**config.mk**
```make
export PLATFORM = sky130hd
export DESIGN_NAME = serial_command_frame_parser
export DESIGN_NICKNAME = d
export VERILOG_FILES = /design/src/hdl/scfp_pkg.sv /design/src/hdl/serial_command_frame_parser.sv
export VERILOG_INCLUDE_DIRS = /design/src /design/src/hdl
export SDC_FILE = /design/constraint.sdc
export NUM_CORES = 1
export LEC_CHECK = 0
export BUFFER_PORTS_ARGS = -buffer_cell sky130_fd_sc_hd__buf_2
export CAP_MARGIN = 15
export CELL_PAD_IN_SITES_DETAIL_PLACEMENT = 1
export CELL_PAD_IN_SITES_GLOBAL_PLACEMENT = 2
export CORE_MARGIN = 5
export CORE_UTILIZATION = 40
export CTS_CLUSTER_SIZE = 14
export DETAILED_ROUTE_END_ITERATION = 10
export PLACE_DENSITY = 0.8
export SLEW_MARGIN = 20
export SYNTH_ARGS = -nofsm -noshare
export SYNTH_HDL_FRONTEND = slang
export SYNTH_SLANG_ARGS = --single-unit
```
**constraint.sdc**
```tcl
create_clock -name clk -period 7.6 [get_ports clk]
set_clock_uncertainty 0.15 [all_clocks]
set_input_delay 1.9 -clock clk [delete_from_list [all_inputs] [get_ports clk]]
set_output_delay 1.9 -clock clk [all_outputs]
set_load 0.02 [all_outputs]
```
**src/hdl/serial_command_frame_parser_assert.svh**
```systemverilog
// ----------------------------------------------------------------------------
// Serial command frame parser assertion macros
// Concurrent assertion wrappers clocked on clk and disabled during reset.
// ----------------------------------------------------------------------------
`ifndef SERIAL_COMMAND_FRAME_PARSER_ASSERT_SVH
`define SERIAL_COMMAND_FRAME_PARSER_ASSERT_SVH

`ifndef ASSERT_OFF

`define SCFP_ASSERT(label, prop) \
	label: assert property (@(posedge clk) disable iff (!arst_n) (prop)) \
		else $error("serial command frame parser assertion failed");

`define SCFP_ASSERT_NEXT(label, ante, cons) \
	label: assert property (@(posedge clk) disable iff (!arst_n) (ante) |=> (cons)) \
		else $error("serial command frame parser assertion failed");

`else

`define SCFP_ASSERT(label, prop)

`define SCFP_ASSERT_NEXT(label, ante, cons)

`endif

`endif

```
**src/hdl/scfp_pkg.sv**
```systemverilog
// ----------------------------------------------------------------------------
// Serial command frame parser package
// Result kinds, character codes and default sizes shared by the parser.
// ----------------------------------------------------------------------------
`default_nettype none

package scfp_pkg;

	typedef enum logic [1:0] {
		KIND_STORED   = 2'd0,
		KIND_END      = 2'd1,
		KIND_FORMAT   = 2'd2,
		KIND_OVERFLOW = 2'd3
	} kind_t;

	localparam int DEF_BUFFER_BYTES  = 512;
	localparam int DEF_LENGTH_DIGITS = 3;

	localparam int IDX_MAX_W = 10;
	localparam int LEN_W     = 10;
	localparam int PCNT_W    = 10;
	localparam int POS_W     = 9;
	localparam int CMP_W     = 17;
	localparam int ACC_W     = 14;

	localparam logic [7:0]       CHAR_NEWLINE = 8'h0A;
	localparam logic [7:0]       CHAR_COMMA   = 8'h2C;
	localparam logic [7:0]       CHAR_ZERO    = 8'h30;
	localparam logic [7:0]       CHAR_NINE    = 8'h39;
	localparam logic [7:0]       CHAR_W       = 8'h57;
	localparam logic [15:0]      PREFIX_SO    = 16'h534F;
	localparam logic [LEN_W-1:0] LEN_MAX      = 10'd1023;
	localparam logic [1:0]       COMMAS_ALL   = 2'd3;
	localparam logic [1:0]       COMMAS_LEN   = 2'd2;

endpackage

`default_nettype wire

```
**src/hdl/serial_command_frame_parser.sv**
```systemverilog
// ----------------------------------------------------------------------------
// Serial command frame parser
// Frames received serial bytes into lines and checks "SOW" data frames.
// The s_ channel takes one received byte per transaction. The m_ channel
// gives one result per byte: tuser holds the kind (byte stored, frame end,
// missing terminator, buffer overflow) and tdata the stored byte, its
// position, the data frame flag and the declared payload length.
// A byte passes an input register and then a result register. One byte is
// taken in every cycle while the receiver takes results, since each byte
// only updates a handful of counters and flags. Reset clears the frame
// state and the valid flags of both registers. When the receiver stalls,
// the result register holds and s_tready drops as soon as the input
// register also holds a byte.
// ----------------------------------------------------------------------------
`default_nettype none
`include "serial_command_frame_parser_assert.svh"

module serial_command_frame_parser #(
	parameter int BUFFER_BYTES  = scfp_pkg::DEF_BUFFER_BYTES,
	parameter int LENGTH_DIGITS = scfp_pkg::DEF_LENGTH_DIGITS
) (
	input  wire logic        clk,
	input  wire logic        arst_n,
	input  wire logic        s_tvalid,
	output logic             s_tready,
	input  wire logic [7:0]  s_tdata,  // [7:0] rx_byte
	output logic             m_tvalid,
	input  wire logic        m_tready,
	output logic [31:0]      m_tdata,  // [7:0] stored_byte, [16:8] byte_position,
	                                   // [17] is_data_frame, [27:18] declared_length
	output logic [1:0]       m_tuser   // [1:0] result_kind
);

	import scfp_pkg::*;

	localparam int IDX_W   = ($clog2(BUFFER_BYTES) > IDX_MAX_W) ? IDX_MAX_W
	                         : $clog2(BUFFER_BYTES);
	localparam int DIGIT_W = $clog2(LENGTH_DIGITS + 1);

	logic              valid_s1;
	logic [7:0]        byte_s1;
	logic              valid_s2;
	kind_t             kind_s2;
	logic [7:0]        stored_s2;
	logic [POS_W-1:0]  pos_s2;
	logic              flag_s2;
	logic [LEN_W-1:0]  len_s2;

	logic [IDX_W-1:0]   idx_q;
	logic [15:0]        prefix_q;
	logic               flag_q;
	logic [1:0]         comma_q;
	logic [DIGIT_W-1:0] dcnt_q;
	logic               stop_q;
	logic [LEN_W-1:0]   len_q;
	logic [PCNT_W-1:0]  pcnt_q;
	logic               phase_q;

	logic [IDX_W-1:0]   idx_d;
	logic [15:0]        prefix_d;
	logic               flag_d;
	logic [1:0]         comma_d;
	logic [DIGIT_W-1:0] dcnt_d;
	logic               stop_d;
	logic [LEN_W-1:0]   len_d;
	logic [PCNT_W-1:0]  pcnt_d;
	logic               phase_d;

	kind_t              kind_d;
	logic [7:0]         stored_d;
	logic               flag_n;
	logic [LEN_W-1:0]   len_n;
	logic               store;
	logic               done;
	logic               is_digit;
	logic [ACC_W-1:0]   acc;
	logic [CMP_W-1:0]   pos_next;
	logic [31:0]        pos_wide;
	logic               adv;

	assign adv      = valid_s1 && (!valid_s2 || m_tready);
	assign s_tready = !valid_s1 || adv;

	assign is_digit = (byte_s1 >= CHAR_ZERO) && (byte_s1 <= CHAR_NINE);
	assign acc      = {len_q, 3'b000} + {1'b0, len_q, 1'b0} + ACC_W'(byte_s1 - CHAR_ZERO);
	assign pos_next = CMP_W'(idx_q) + CMP_W'(1);
	assign pos_wide = 32'(idx_q);

	always_comb begin
		prefix_d = prefix_q;
		flag_n   = flag_q;
		comma_d  = comma_q;
		dcnt_d   = dcnt_q;
		stop_d   = stop_q;
		len_n    = len_q;
		pcnt_d   = pcnt_q;
		phase_d  = phase_q;
		idx_d    = idx_q;
		kind_d   = KIND_STORED;
		stored_d = 8'h00;
		store    = 1'b0;
		done     = 1'b0;

		if (idx_q < IDX_W'(2)) begin
			prefix_d = {prefix_q[7:0], byte_s1};
		end
		if (idx_q == IDX_W'(2)) begin
			flag_n = (prefix_q == PREFIX_SO) && (byte_s1 == CHAR_W);
		end

		if (flag_n && !phase_q) begin
			if (byte_s1 == CHAR_COMMA) begin
				if (comma_q != COMMAS_ALL) begin
					comma_d = comma_q + 2'd1;
				end
			end else if (comma_q == COMMAS_LEN && dcnt_q < DIGIT_W'(LENGTH_DIGITS)) begin
				dcnt_d = dcnt_q + DIGIT_W'(1);
				if (!stop_q) begin
					if (is_digit) begin
						len_n = (acc > ACC_W'(LEN_MAX)) ? LEN_MAX : acc[LEN_W-1:0];
					end else begin
						stop_d = 1'b1;
					end
				end
			end
		end

		if (phase_q) begin
			if (pcnt_q < len_n) begin
				store = 1'b1;
			end else begin
				kind_d = (byte_s1 == CHAR_NEWLINE) ? KIND_END : KIND_FORMAT;
				done   = 1'b1;
			end
		end else if (byte_s1 == CHAR_NEWLINE) begin
			kind_d = KIND_END;
			done   = 1'b1;
		end else begin
			store = 1'b1;
		end

		if (store) begin
			if (pos_next >= CMP_W'(BUFFER_BYTES)) begin
				kind_d = KIND_OVERFLOW;
				done   = 1'b1;
			end else begin
				kind_d   = KIND_STORED;
				stored_d = byte_s1;
				if (phase_q) begin
					pcnt_d = pcnt_q + PCNT_W'(1);
				end else if (flag_n && comma_d == COMMAS_ALL) begin
					phase_d = 1'b1;
				end
				idx_d = pos_next[IDX_W-1:0];
			end
		end

		flag_d = flag_n;
		len_d  = len_n;
		if (done) begin
			idx_d    = '0;
			prefix_d = '0;
			flag_d   = 1'b0;
			comma_d  = '0;
			dcnt_d   = '0;
			stop_d   = 1'b0;
			len_d    = '0;
			pcnt_d   = '0;
			phase_d  = 1'b0;
		end
	end

	always_ff @(posedge clk or negedge arst_n) begin
		if (!arst_n) begin
			valid_s1 <= 1'b0;
		end else if (s_tready) begin
			valid_s1 <= s_tvalid;
		end
	end

	always_ff @(posedge clk) begin
		if (s_tready && s_tvalid) begin
			byte_s1 <= s_tdata;
		end
	end

	always_ff @(posedge clk or negedge arst_n) begin
		if (!arst_n) begin
			valid_s2 <= 1'b0;
			kind_s2  <= KIND_STORED;
			idx_q    <= '0;
			prefix_q <= '0;
			flag_q   <= 1'b0;
			comma_q  <= '0;
			dcnt_q   <= '0;
			stop_q   <= 1'b0;
			len_q    <= '0;
			pcnt_q   <= '0;
			phase_q  <= 1'b0;
		end else begin
			if (adv) begin
				valid_s2 <= 1'b1;
				kind_s2  <= kind_d;
				idx_q    <= idx_d;
				prefix_q <= prefix_d;
				flag_q   <= flag_d;
				comma_q  <= comma_d;
				dcnt_q   <= dcnt_d;
				stop_q   <= stop_d;
				len_q    <= len_d;
				pcnt_q   <= pcnt_d;
				phase_q  <= phase_d;
			end else if (m_tready) begin
				valid_s2 <= 1'b0;
			end
		end
	end

	always_ff @(posedge clk) begin
		if (adv) begin
			stored_s2 <= stored_d;
			pos_s2    <= pos_wide[POS_W-1:0];
			flag_s2   <= flag_n;
			len_s2    <= len_n;
		end
	end

	assign m_tvalid = valid_s2;
	assign m_tuser  = kind_s2;
	assign m_tdata  = {4'b0000, len_s2, flag_s2, pos_s2, stored_s2};

	`SCFP_ASSERT(a_phase_needs_frame, !phase_q || (flag_q && comma_q == COMMAS_ALL))
	`SCFP_ASSERT(a_payload_bounded, !phase_q || (pcnt_q <= len_q))
	`SCFP_ASSERT(a_index_in_buffer, 32'(idx_q) < BUFFER_BYTES)
	`SCFP_ASSERT(a_commas_need_frame, (comma_q == 2'd0) || flag_q)
	`SCFP_ASSERT_NEXT(a_clear_after_done, adv && (kind_d != KIND_STORED), idx_q == '0 && !phase_q)

endmodule

`default_nettype wire

```
==> results of run 1 <==
==> report_power, final <==
part	switching, W	internal (W)	total [W]
Sequential	0.0000658	0.000601	0.000666
Clock	0.000199	0.000325	0.000524
Combinational	0.000155	0.000124	0.000279
Total	0.000420	0.00105	0.00147
==> worst paths after layout <==
check	cells after the start	to	start
setup / recovery	20	prefix_q[3]	byte_s1[4]
hold / removal	1	prefix_q[13]	prefix_q[13]
setup reg to reg	20	prefix_q[3]	byte_s1[4]
hold reg to reg	1	prefix_q[13]	prefix_q[13]
max in group asynchronous	2	pcnt_q[3]	arst_n
min in group asynchronous	2	prefix_q[15]	arst_n
==> flip-flops by register name, indices dropped and copies added (netlist names), 2 cells and up <==
name / count
len_q: 10
dcnt_q: 2
idx_q: 9
comma_q: 2
len_s2: 10
pcnt_q: 10
m_tuser: 2
pos_s2: 9
byte_s1: 8
prefix_q: 16
stored_s2: 8
==> critical path, stage by stage, from the launching register on <==
cell and delay (ps):
sky130_fd_sc_hd__edfxtp_1 510, sky130_fd_sc_hd__ha_1 320, sky130_fd_sc_hd__nor3_2 420, sky130_fd_sc_hd__fa_1 520, sky130_fd_sc_hd__ha_1 420, sky130_fd_sc_hd__a21o_1 250, sky130_fd_sc_hd__a31oi_1 250, sky130_fd_sc_hd__mux2_2 380
sky130_fd_sc_hd__a31o_2 220, sky130_fd_sc_hd__nor4_1 360, sky130_fd_sc_hd__nand3b_1 350, sky130_fd_sc_hd__o22ai_1 440, sky130_fd_sc_hd__ha_1 330, sky130_fd_sc_hd__nor2_1 110, sky130_fd_sc_hd__nor2_1 40, sky130_fd_sc_hd__a221o_1 350
sky130_fd_sc_hd__a21oi_1 210, sky130_fd_sc_hd__o311ai_1 160, sky130_fd_sc_hd__a21oi_2 280, sky130_fd_sc_hd__and2_1 560, sky130_fd_sc_hd__a22o_1 230
==> layer usage <==
| metal | vias up | GRT usage, % |
|---|---|---|
| li1 | 1760 | - |
| met2 | 67 | 31.50 |
| met3 | 19 | 4.700 |
| met4 | 0 | 5.248 |
| met5 | - | 0 |
| met1 | 1895 | 23.04 |
==> kinds of logic (layout without fill, tap and decap cells) <==
| group | Yosys count | in the layout | share of synthesized area, % |
|---|---|---|---|
| AOI/OAI and AO/OA | 107 | 107 | 15.32 |
| xor gates and xnor gates | 20 | 20 | 3.448 |
| adders and majority gates | 41 | 41 | 11.43 |
| buffers and inverters | 36 | 83 | 3.473 |
| DFF | 92 | 92 | 48.87 |
| muxes | 4 | 4 | 0.8374 |
| other | 1 | 4 | 0.07382 |
| and+or+nand+nor | 152 | 152 | 16.55 |
==> layout by cell type, fill, tap and decap left out, types with 4 or more instances in the layout <==
cell and instances:
sky130_fd_sc_hd__buf_2 43, sky130_fd_sc_hd__and3_1 10, sky130_fd_sc_hd__nand2_1 26, sky130_fd_sc_hd__nor2_1 34, sky130_fd_sc_hd__a22o_1 21, sky130_fd_sc_hd__xor2_1 10, sky130_fd_sc_hd__a211oi_1 4, sky130_fd_sc_hd__inv_1 19
sky130_fd_sc_hd__nand3b_1 8, sky130_fd_sc_hd__dfrtp_1 56, sky130_fd_sc_hd__a21o_1 6, sky130_fd_sc_hd__o22a_1 4, sky130_fd_sc_hd__nand2b_1 13, sky130_fd_sc_hd__ha_1 32, sky130_fd_sc_hd__clkbuf_16 9, sky130_fd_sc_hd__fa_1 9
sky130_fd_sc_hd__edfxtp_1 36, sky130_fd_sc_hd__nor4_1 7, sky130_fd_sc_hd__buf_4 5, sky130_fd_sc_hd__o21ai_0 25, sky130_fd_sc_hd__a31oi_1 7, sky130_fd_sc_hd__nor3_1 4, sky130_fd_sc_hd__xnor2_1 10, sky130_fd_sc_hd__nand4b_1 5
sky130_fd_sc_hd__o22ai_1 8, sky130_fd_sc_hd__conb_1 4, sky130_fd_sc_hd__and2_1 12, sky130_fd_sc_hd__a21oi_1 9, sky130_fd_sc_hd__nand3_1 12
==> cells in the mapped netlist, types with 6 or more instances <==
cell type	number
sky130_fd_sc_hd__nand3b_1	8
sky130_fd_sc_hd__inv_1	19
sky130_fd_sc_hd__edfxtp_1	36
sky130_fd_sc_hd__nor2_1	34
sky130_fd_sc_hd__a21o_1	6
sky130_fd_sc_hd__nor4_1	7
sky130_fd_sc_hd__and3_1	10
sky130_fd_sc_hd__o22ai_1	8
sky130_fd_sc_hd__a21oi_1	9
sky130_fd_sc_hd__a22o_1	21
sky130_fd_sc_hd__nand2b_1	13
sky130_fd_sc_hd__xor2_1	10
sky130_fd_sc_hd__nand3_1	12
sky130_fd_sc_hd__buf_4	6
sky130_fd_sc_hd__fa_1	9
sky130_fd_sc_hd__xnor2_1	10
sky130_fd_sc_hd__dfrtp_1	56
sky130_fd_sc_hd__o21ai_0	25
sky130_fd_sc_hd__a31oi_1	7
sky130_fd_sc_hd__and2_1	12
sky130_fd_sc_hd__ha_1	32
sky130_fd_sc_hd__clkbuf_1	8
sky130_fd_sc_hd__nand2_1	26
==> area by class of cell <==
cell class | instances | area share [%]
clock inverter | 6 | 2.005
sequential | 92 | 42.77
inverter | 19 | 1.229
timing repair buffer | 48 | 4.354
clock buffer | 10 | 3.945
tap | 172 | 3.708
multi-input combinational | 328 | 41.99
==> timing repair <==
| item | 4_1_cts | 5_1_grt |
|---|---|---|
| gates resized for setup | 0 | 1 |
| hold endpoints to repair | 0 | 0 |
| setup endpoints to repair | 0 | 16 |
==> metrics by stage <==
step                      setup slack (ps)  area, um^2
after floorplan                       1722        5091
after global placement               700.8        5454
after detailed placement             472.7        5454
after CTS                            430.4        5799
after global routing                 189.9        5804
final                                680.7        5804
==> flow_summary.ini, run 1 <==
[logic_synthesis]
synth.cell_area_mm2 = 0.005080
async_flop_share_pct = 60.87
number_of_synthesized_flops_with_an_enable_pin = 36
synthDominantCellAreaShare_pct = 27.59
synth-seq-area-share_pct = 48.87
synth.largest_area_cell = sky130_fd_sc_hd__dfrtp_1
postSynthAreaPerCell_um2 = 11.21
synth.yosys.warnings = 0
syn_inst = 453
yosys-top-cells-area = sky130_fd_sc_hd__dfrtp_1 (28%), sky130_fd_sc_hd__edfxtp_1 (21%), sky130_fd_sc_hd__ha_1 (7.9%)
synth.ff_latch_count = 92
synth_top_flop_cell = sky130_fd_sc_hd__dfrtp_1
yosys.cell_types.count = 64

[routing]
routed_wirelength_um = 12710
drt-initial-drc-count = 187
highest-signal-layer = met4
post_drt_via_cell_ratio = 5.542
drt_first_pass_iters = 4
drcViolationCount = 0
wl_met2_um = 6354
met3_length_um = 474
count_of_vias_placed_by_the_detailed_router = 3741
wl_per_cell_um = 18.83
wirelength_met1_um = 5668
antenna_left = 0

[layout]
finalNonFillerCells = 675
post-route-util_pct = 46.37
seqCellArea_mm2 = 0.002482
final_layout_net_count = 551
final.fill_count = 1402
post_route_cells_drive_above_1_share_pct = 15.31
area_growth_syn_to_layout_pct = 14.26
multiInputGateArea_mm2 = 0.002437
antenna-diode-count = 0

[clocking]
htreeDepth = 3
cts.sink_count = 92
cts-buffers-inserted = 9
cts_root_buf = sky130_fd_sc_hd__clkbuf_16
worst_setup_hold_path_clk_slew_ps = 70
clock_insertion_delay_worst_skew_ps = 360
cts_tree = done
cts_setup_buffers = 0
ctsHoldBuffers = 0
cts_buffer_depth = 2

[die]
initial_utilization_pct = 40.58
io_pins = 48
chip_width_um = 122.7
total_die_area_mm2 = 0.01505
fp.coreArea_mm2 = 0.01252
num_rows = 41
fp.dieH_um = 122.7

[place]
gpl.final_weighted_congestion = 0.8858
place.detailed.instances = 659
dp_hpwl_um = 9491
port_buffers = 43

[global_routing]
grt_pass1_vias = 3988
grt_overflow_total = 0
grt_antenna_before_repair = 0
grt_max_degree = 57
grtUsageTotal_pct = 18.42
first_pass_grt_wire_length_um = 21330

[sta]
final-hold-violation-count = 0
post-route-min-period_ps = 6919
drv_slew = 0
timing.final.crit_share_pct = 91.04
grt_setup_unrepaired = false
fin_worst_hold_slack_ps = 357.2
timing.fmax_mhz = 144.5
finalSetupViolCount = 0
timing_worst_slew_pin_value_ps = 751.0
headroom_to_the_max_slew_limit_pct = 49.93
fin_tns_setup_ps = 0

[outcome]
status = complete, no violations

[power]
finalPower_w = 0.001470
power_density_normalized_to_cell_area_mw_per_mm2 = 253.2
power.leakage_nw = 2.589
vdd.ir_drop.worst_uv = 113.1

[critical_path]
setup.worst_path.class = flip-flop to flip-flop
worst-r2r-setup-slack_ps = 680
critical_path.max_fanout = 16
worstSetupEndpointType = flip-flop
timing.critical_path.required_ps = 7740
timing.critical_path.from_type = flip-flop
cp_data_arrival_time_ps = 7060

[run]
drv.max_cap_violation_count = 0

[worst_hold_path]
hold_path_class = flip-flop to flip-flop
Power figures use the tool's default switching activity.
==> inputs of run 2 (changes only) <==
--- a/config.mk
+++ b/config.mk
@@ -8,13 +8,13 @@
 export LEC_CHECK = 0
 export BUFFER_PORTS_ARGS = -buffer_cell sky130_fd_sc_hd__buf_2
 export CAP_MARGIN = 15
-export CELL_PAD_IN_SITES_DETAIL_PLACEMENT = 1
-export CELL_PAD_IN_SITES_GLOBAL_PLACEMENT = 2
+export CELL_PAD_IN_SITES_DETAIL_PLACEMENT = 0
+export CELL_PAD_IN_SITES_GLOBAL_PLACEMENT = 1
 export CORE_MARGIN = 5
-export CORE_UTILIZATION = 40
+export CORE_UTILIZATION = 44
 export CTS_CLUSTER_SIZE = 14
 export DETAILED_ROUTE_END_ITERATION = 10
-export PLACE_DENSITY = 0.8
+export PLACE_DENSITY = 0.75
 export SLEW_MARGIN = 20
 export SYNTH_ARGS = -nofsm -noshare
 export SYNTH_HDL_FRONTEND = slang
==> flow_summary.ini, run 2 (synthesis results as in run 1) <==
[outcome]
status = complete, no violations

[critical_path]
critPathBufInv = 1
timing.critical_path.required_ps = 7740
cp_slowest_cell = sky130_fd_sc_hd__and2_1
timing.critical_path.from_type = flip-flop
worstSetupEndpointType = flip-flop
critical_path.top_delay_family = compound AO/OA/AOI/OAI gates
critical_path.max_fanout = 16
cp_cell_sequence = ha_1, nor3_1, buf_4, fa_1, ha_1, a21o_1, a31oi_1, mux2_2, a31o_2, nor4_1, nand3b_1, o22ai_1, ha_1, nand3_1, nor2_1, a221o_1, a21oi_1, o311ai_1, a21oi_2, and2_1, a22o_1
cpMostUsedCell = sky130_fd_sc_hd__ha_1
setup.worst_path.class = flip-flop to flip-flop
cp_data_arrival_time_ps = 6800
slowest_delay_ps = 570

[clocking]
cts.sink_count = 92
worst_setup_hold_path_clk_slew_ps = 70
ctsHoldBuffers = 0
clock_insertion_delay_worst_skew_ps = 350
htreeDepth = 3
cts_setup_buffers = 0
cts-buffers-inserted = 9
cts_root_buf = sky130_fd_sc_hd__clkbuf_16
post_cts.resized_instances = 0
cts_tree = done
cts_buffer_depth = 2

[routing]
drt_first_pass_iters = 5
drcViolationCount = 0
routed_wirelength_um = 12130
wl_per_cell_um = 18.83
antenna_left = 0
post_drt_via_cell_ratio = 5.730
drt-initial-drc-count = 416
count_of_vias_placed_by_the_detailed_router = 3690

[layout]
area_growth_syn_to_layout_pct = 11.77
antenna-diode-count = 0
commonest_non_fill_non_tap_cell_in_the_layout = sky130_fd_sc_hd__dfrtp_1
register_with_the_highest_flop_count = prefix_q
post_route_cells_drive_above_1_share_pct = 14.77
largest_reg_flops = 16
final_layout_net_count = 549
final.fill_count = 1054
most-common-layout-cells = sky130_fd_sc_hd__dfrtp_1 (56), sky130_fd_sc_hd__buf_2 (43), sky130_fd_sc_hd__edfxtp_1 (36)
seqCellArea_mm2 = 0.002482
multiInputGateArea_mm2 = 0.002432

[power]
power.leakage_nw = 2.552
power_density_normalized_to_cell_area_mw_per_mm2 = 240.4
vdd.ir_drop.worst_uv = 131.9

[sta]
headroom_to_the_max_slew_limit_pct = 28.08
finalSetupViolCount = 0
post-route-min-period_ps = 6652
timing.fmax_mhz = 150.3
final-hold-violation-count = 0
fin_tns_setup_ps = 0
timing_worst_slew_pin_value_ps = 1070
fin_worst_hold_slack_ps = 350.6
final.setup.worst_slack_ps = 947.7
drv_slew = 0
timing.final.crit_share_pct = 87.53
grt_setup_unrepaired = false

[global_routing]
grt_max_degree = 57
grt_overflow_total = 0
grt_antenna_before_repair = 0
first_pass_grt_wire_length_um = 19440
grt_pass1_vias = 3527
grtUsageTotal_pct = 17.83

[die]
total_die_area_mm2 = 0.01379
chip_width_um = 117.5
io_pins = 48
num_rows = 39
fp.coreArea_mm2 = 0.01137
initial_utilization_pct = 44.68
fp.dieH_um = 117.5

[place]
dp_hpwl_um = 8926
placement.setup.worst_slack_ps = 953.2
port_buffers = 43
gpl.final_weighted_congestion = 0.8391

[worst_hold_path]
hold_path_class = flip-flop to flip-flop

[run]
drv.max_cap_violation_count = 0
[run 2: final timing paths]
path	startpoint	slack, ps	depth (start not counted)	endpoint
max	byte_s1[4]	950	21	prefix_q[1]
min	prefix_q[10]	350	1	prefix_q[10]
max reg2reg	byte_s1[4]	950	21	prefix_q[1]
min reg2reg	prefix_q[10]	350	1	prefix_q[10]
max in group asynchronous	arst_n	5240	2	prefix_q[14]
min in group asynchronous	arst_n	1540	2	idx_q[4]
[run 2: metrics by stage]
step	instance area (um^2)	power, W	instances	utilization (%)
global route	5678	0.001429	644	49.94
detailed placement	5403	0.0009513	628	47.52
global placement	5403	0.0009441	628	47.52
finish	5678	0.001365	644	49.94
floorplan	5091	0.0008685	456	-
CTS	5678	0.001376	644	49.94
[run 2: metal layers]
| layer | global-route usage [%] | vias to the layer above | routed length (um) |
|---|---|---|---|
| met3 | 3.748 | 23 | 625 |
| met1 | 26.29 | 1818 | 5913 |
| met4 | 6.523 | 0 | 271 |
| met5 | 0 | - | 0 |
| li1 | - | 1755 | - |
| met2 | 25.92 | 94 | 5316 |
[run 2: layout make-up]
class | count | share of cell area, %
Sequential cell | 92 | 43.72
Multi-Input combinational cell | 328 | 42.84
Timing Repair Buffer | 46 | 4.187
Clock buffer | 10 | 4.033
Tap cell | 143 | 3.151
Inverter | 19 | 1.256
Clock inverter | 6 | 0.8153
[run 2: power by group]
part / leakage, nW / internal, W / switching, W / total (W)
logic: 1.32 / 0.000121 / 0.000153 / 0.000274
registers: 1.09 / 0.000601 / 0.0000676 / 0.000668
clock network: 0.140 / 0.000226 / 0.000198 / 0.000423
total: 2.55 / 0.000947 / 0.000418 / 0.00137
==> inputs of run 3 (changes only) <==
--- a/config.mk
+++ b/config.mk
@@ -6,7 +6,6 @@
 export SDC_FILE = /design/constraint.sdc
 export NUM_CORES = 1
 export LEC_CHECK = 0
-export BUFFER_PORTS_ARGS = -buffer_cell sky130_fd_sc_hd__buf_2
 export CAP_MARGIN = 15
 export CELL_PAD_IN_SITES_DETAIL_PLACEMENT = 0
 export CELL_PAD_IN_SITES_GLOBAL_PLACEMENT = 1
@@ -14,7 +13,8 @@
 export CORE_UTILIZATION = 44
 export CTS_CLUSTER_SIZE = 14
 export DETAILED_ROUTE_END_ITERATION = 10
-export PLACE_DENSITY = 0.75
+export DONT_BUFFER_PORTS = 1
+export PLACE_DENSITY = 0.7
 export SLEW_MARGIN = 20
 export SYNTH_ARGS = -nofsm -noshare
 export SYNTH_HDL_FRONTEND = slang
==> flow_summary.ini, run 3 (synthesis results as in run 1) <==
[power]
power.leakage_nw = 2.374
vdd.ir_drop.worst_uv = 168.1
power_density_normalized_to_cell_area_mw_per_mm2 = 244.5

[routing]
drcViolationCount = 0
drt_first_pass_iters = 5
routed_wirelength_um = 11770
wl_per_cell_um = 19.55
antenna_left = 0
post_drt_via_cell_ratio = 5.852
count_of_vias_placed_by_the_detailed_router = 3523
drt-initial-drc-count = 271

[critical_path]
cp_cell_sequence = ha_1, nor3_1, buf_4, fa_1, ha_1, a21o_1, a31oi_1, mux2_2, a31o_2, nor4_1, nand3b_1, o22ai_1, ha_1, o21ai_0, o21ai_0, a221o_1, nor2_1, o311ai_1, a21oi_2, and2_1, a22o_1
regToRegEndpoint = prefix_q[0]
timing.rr.start = byte_s1[4]
cpMostUsedCell = sky130_fd_sc_hd__ha_1
critical_path.max_fanout = 16
cp_slowest_cell = sky130_fd_sc_hd__and2_1
slowest_delay_ps = 540
timing.critical_path.from_type = flip-flop
setup.worst_path.class = flip-flop to flip-flop
timing.critical_path.required_ps = 7720
worst-r2r-setup-slack_ps = 1040
cp_data_arrival_time_ps = 6680
worstSetupEndpointType = flip-flop
depth_of_the_worst_register_to_register_path = 21

[layout]
most-common-layout-cells = sky130_fd_sc_hd__dfrtp_1 (56), sky130_fd_sc_hd__edfxtp_1 (36), sky130_fd_sc_hd__nor2_1 (34)
largest_reg_flops = 16
antenna-diode-count = 0
finalNonFillerCells = 602
area_growth_syn_to_layout_pct = 7.734
register_with_the_highest_flop_count = prefix_q
post_route_cells_drive_above_1_share_pct = 7.190
commonest_non_fill_non_tap_cell_in_the_layout = sky130_fd_sc_hd__dfrtp_1
final_layout_net_count = 507

[global_routing]
first_pass_grt_wire_length_um = 19310
grt_overflow_total = 0
grt_pass1_vias = 3521
grt_max_degree = 57
grtUsageTotal_pct = 17.46
grt_antenna_before_repair = 0

[clocking]
cts_tree = done
worst_setup_hold_path_clk_slew_ps = 60
cts_setup_buffers = 0
clock_insertion_delay_worst_skew_ps = 340
ctsHoldBuffers = 0
post_cts.resized_instances = 0
cts_root_buf = sky130_fd_sc_hd__clkbuf_16
cts.sink_count = 92
cts-buffers-inserted = 9
cts_buffer_depth = 2
htreeDepth = 3

[worst_hold_path]
hold_path_class = flip-flop to flip-flop
worstHoldStart = flag_q
holdPathEnd = flag_q
worstHoldPathCells = 1

[sta]
timing.final.crit_share_pct = 86.27
timing_worst_slew_pin_value_ps = 653.7
headroom_to_the_max_slew_limit_pct = 56.31
post-route-min-period_ps = 6556
timing.fmax_mhz = 152.5
final-hold-violation-count = 0
grt_setup_unrepaired = false
fin_tns_setup_ps = 0
drv_slew = 0
finalSetupViolCount = 0

[die]
fp.dieH_um = 117.5
num_rows = 39
io_pins = 48
total_die_area_mm2 = 0.01379
fp.coreArea_mm2 = 0.01137
initial_utilization_pct = 44.68
chip_width_um = 117.5

[place]
port_buffers = 0
dp_hpwl_um = 8797
place.detailed.instances = 586
gpl.final_weighted_congestion = 0.8467

[outcome]
status = complete, no violations

[run]
drv.max_cap_violation_count = 0
==> run 3: worst max-delay path, delay by kind of cell (launching register included) <==
family                     cells  cell delay (ps)
muxes                          1              380
adders and majority gates      4             1450
AOI/OAI and AO/OA             10             2270
and+or+nand+nor                5             1570
buffers and inverters          1              180
DFF                            1              500
==> run 3: metal layers <==
metal / GRT usage (%) / vias to the layer above / part of all wire [%]
met1: 23.24 / 1735 / 44
li1: - / 1673 / -
met2: 27.72 / 95 / 49
met4: 7.097 / 0 / 2.6
met5: 0 / - / 0
met3: 3.844 / 20 / 4.6
==> run 3: worst max path at each step <==
stage	depth (start not counted)	from	end	slack (ps)
2_1_floorplan	23	byte_s1[4]	prefix_q[6]	1720
3_3_place_gp	21	byte_s1[4]	prefix_q[8]	1220
3_5_place_dp	21	byte_s1[4]	prefix_q[9]	1070
4_1_cts	21	byte_s1[4]	prefix_q[0]	1060
5_1_grt	21	byte_s1[4]	prefix_q[0]	530
6_report	21	byte_s1[4]	prefix_q[0]	1040
==> run 3: metrics by stage <==
step / area (um^2) / total power (W) / utilization [%] / setup WS (ps) / hold slack (ps)
3_3_place_gp: 5195 / 0.0009199 / 45.69 / 1225 / 336.1
3_5_place_dp: 5195 / 0.0009305 / 45.69 / 1072 / 343.2
4_1_cts: 5473 / 0.001350 / 48.13 / 1058 / 357.5
5_1_grt: 5473 / 0.001409 / 48.13 / 525.3 / 372.8
6_report: 5473 / 0.001338 / 48.13 / 1044 / 354.6
2_1_floorplan: 5091 / 0.0008685 / - / 1722 / 313.7
==> run 3: area by class of cell <==
| class | count | area [um^2] |
|---|---|---|
| fillers | 1040 | 5897 |
| clock buffers | 11 | 242.7 |
| well taps | 143 | 178.9 |
| multi-input cells | 328 | 2432 |
| flip-flops and latches | 92 | 2482 |
| clock inverters | 5 | 35.03 |
| inverters | 19 | 71.32 |
| repair buffers | 4 | 30.03 |
==> run 3: where the power goes <==
part	switching, W	leakage [nW]	internal [W]
combinational	0.000116	1.14	0.000107
sequential	0.0000929	1.09	0.000602
clock	0.000188	0.136	0.000232
total	0.000396	2.37	0.000941
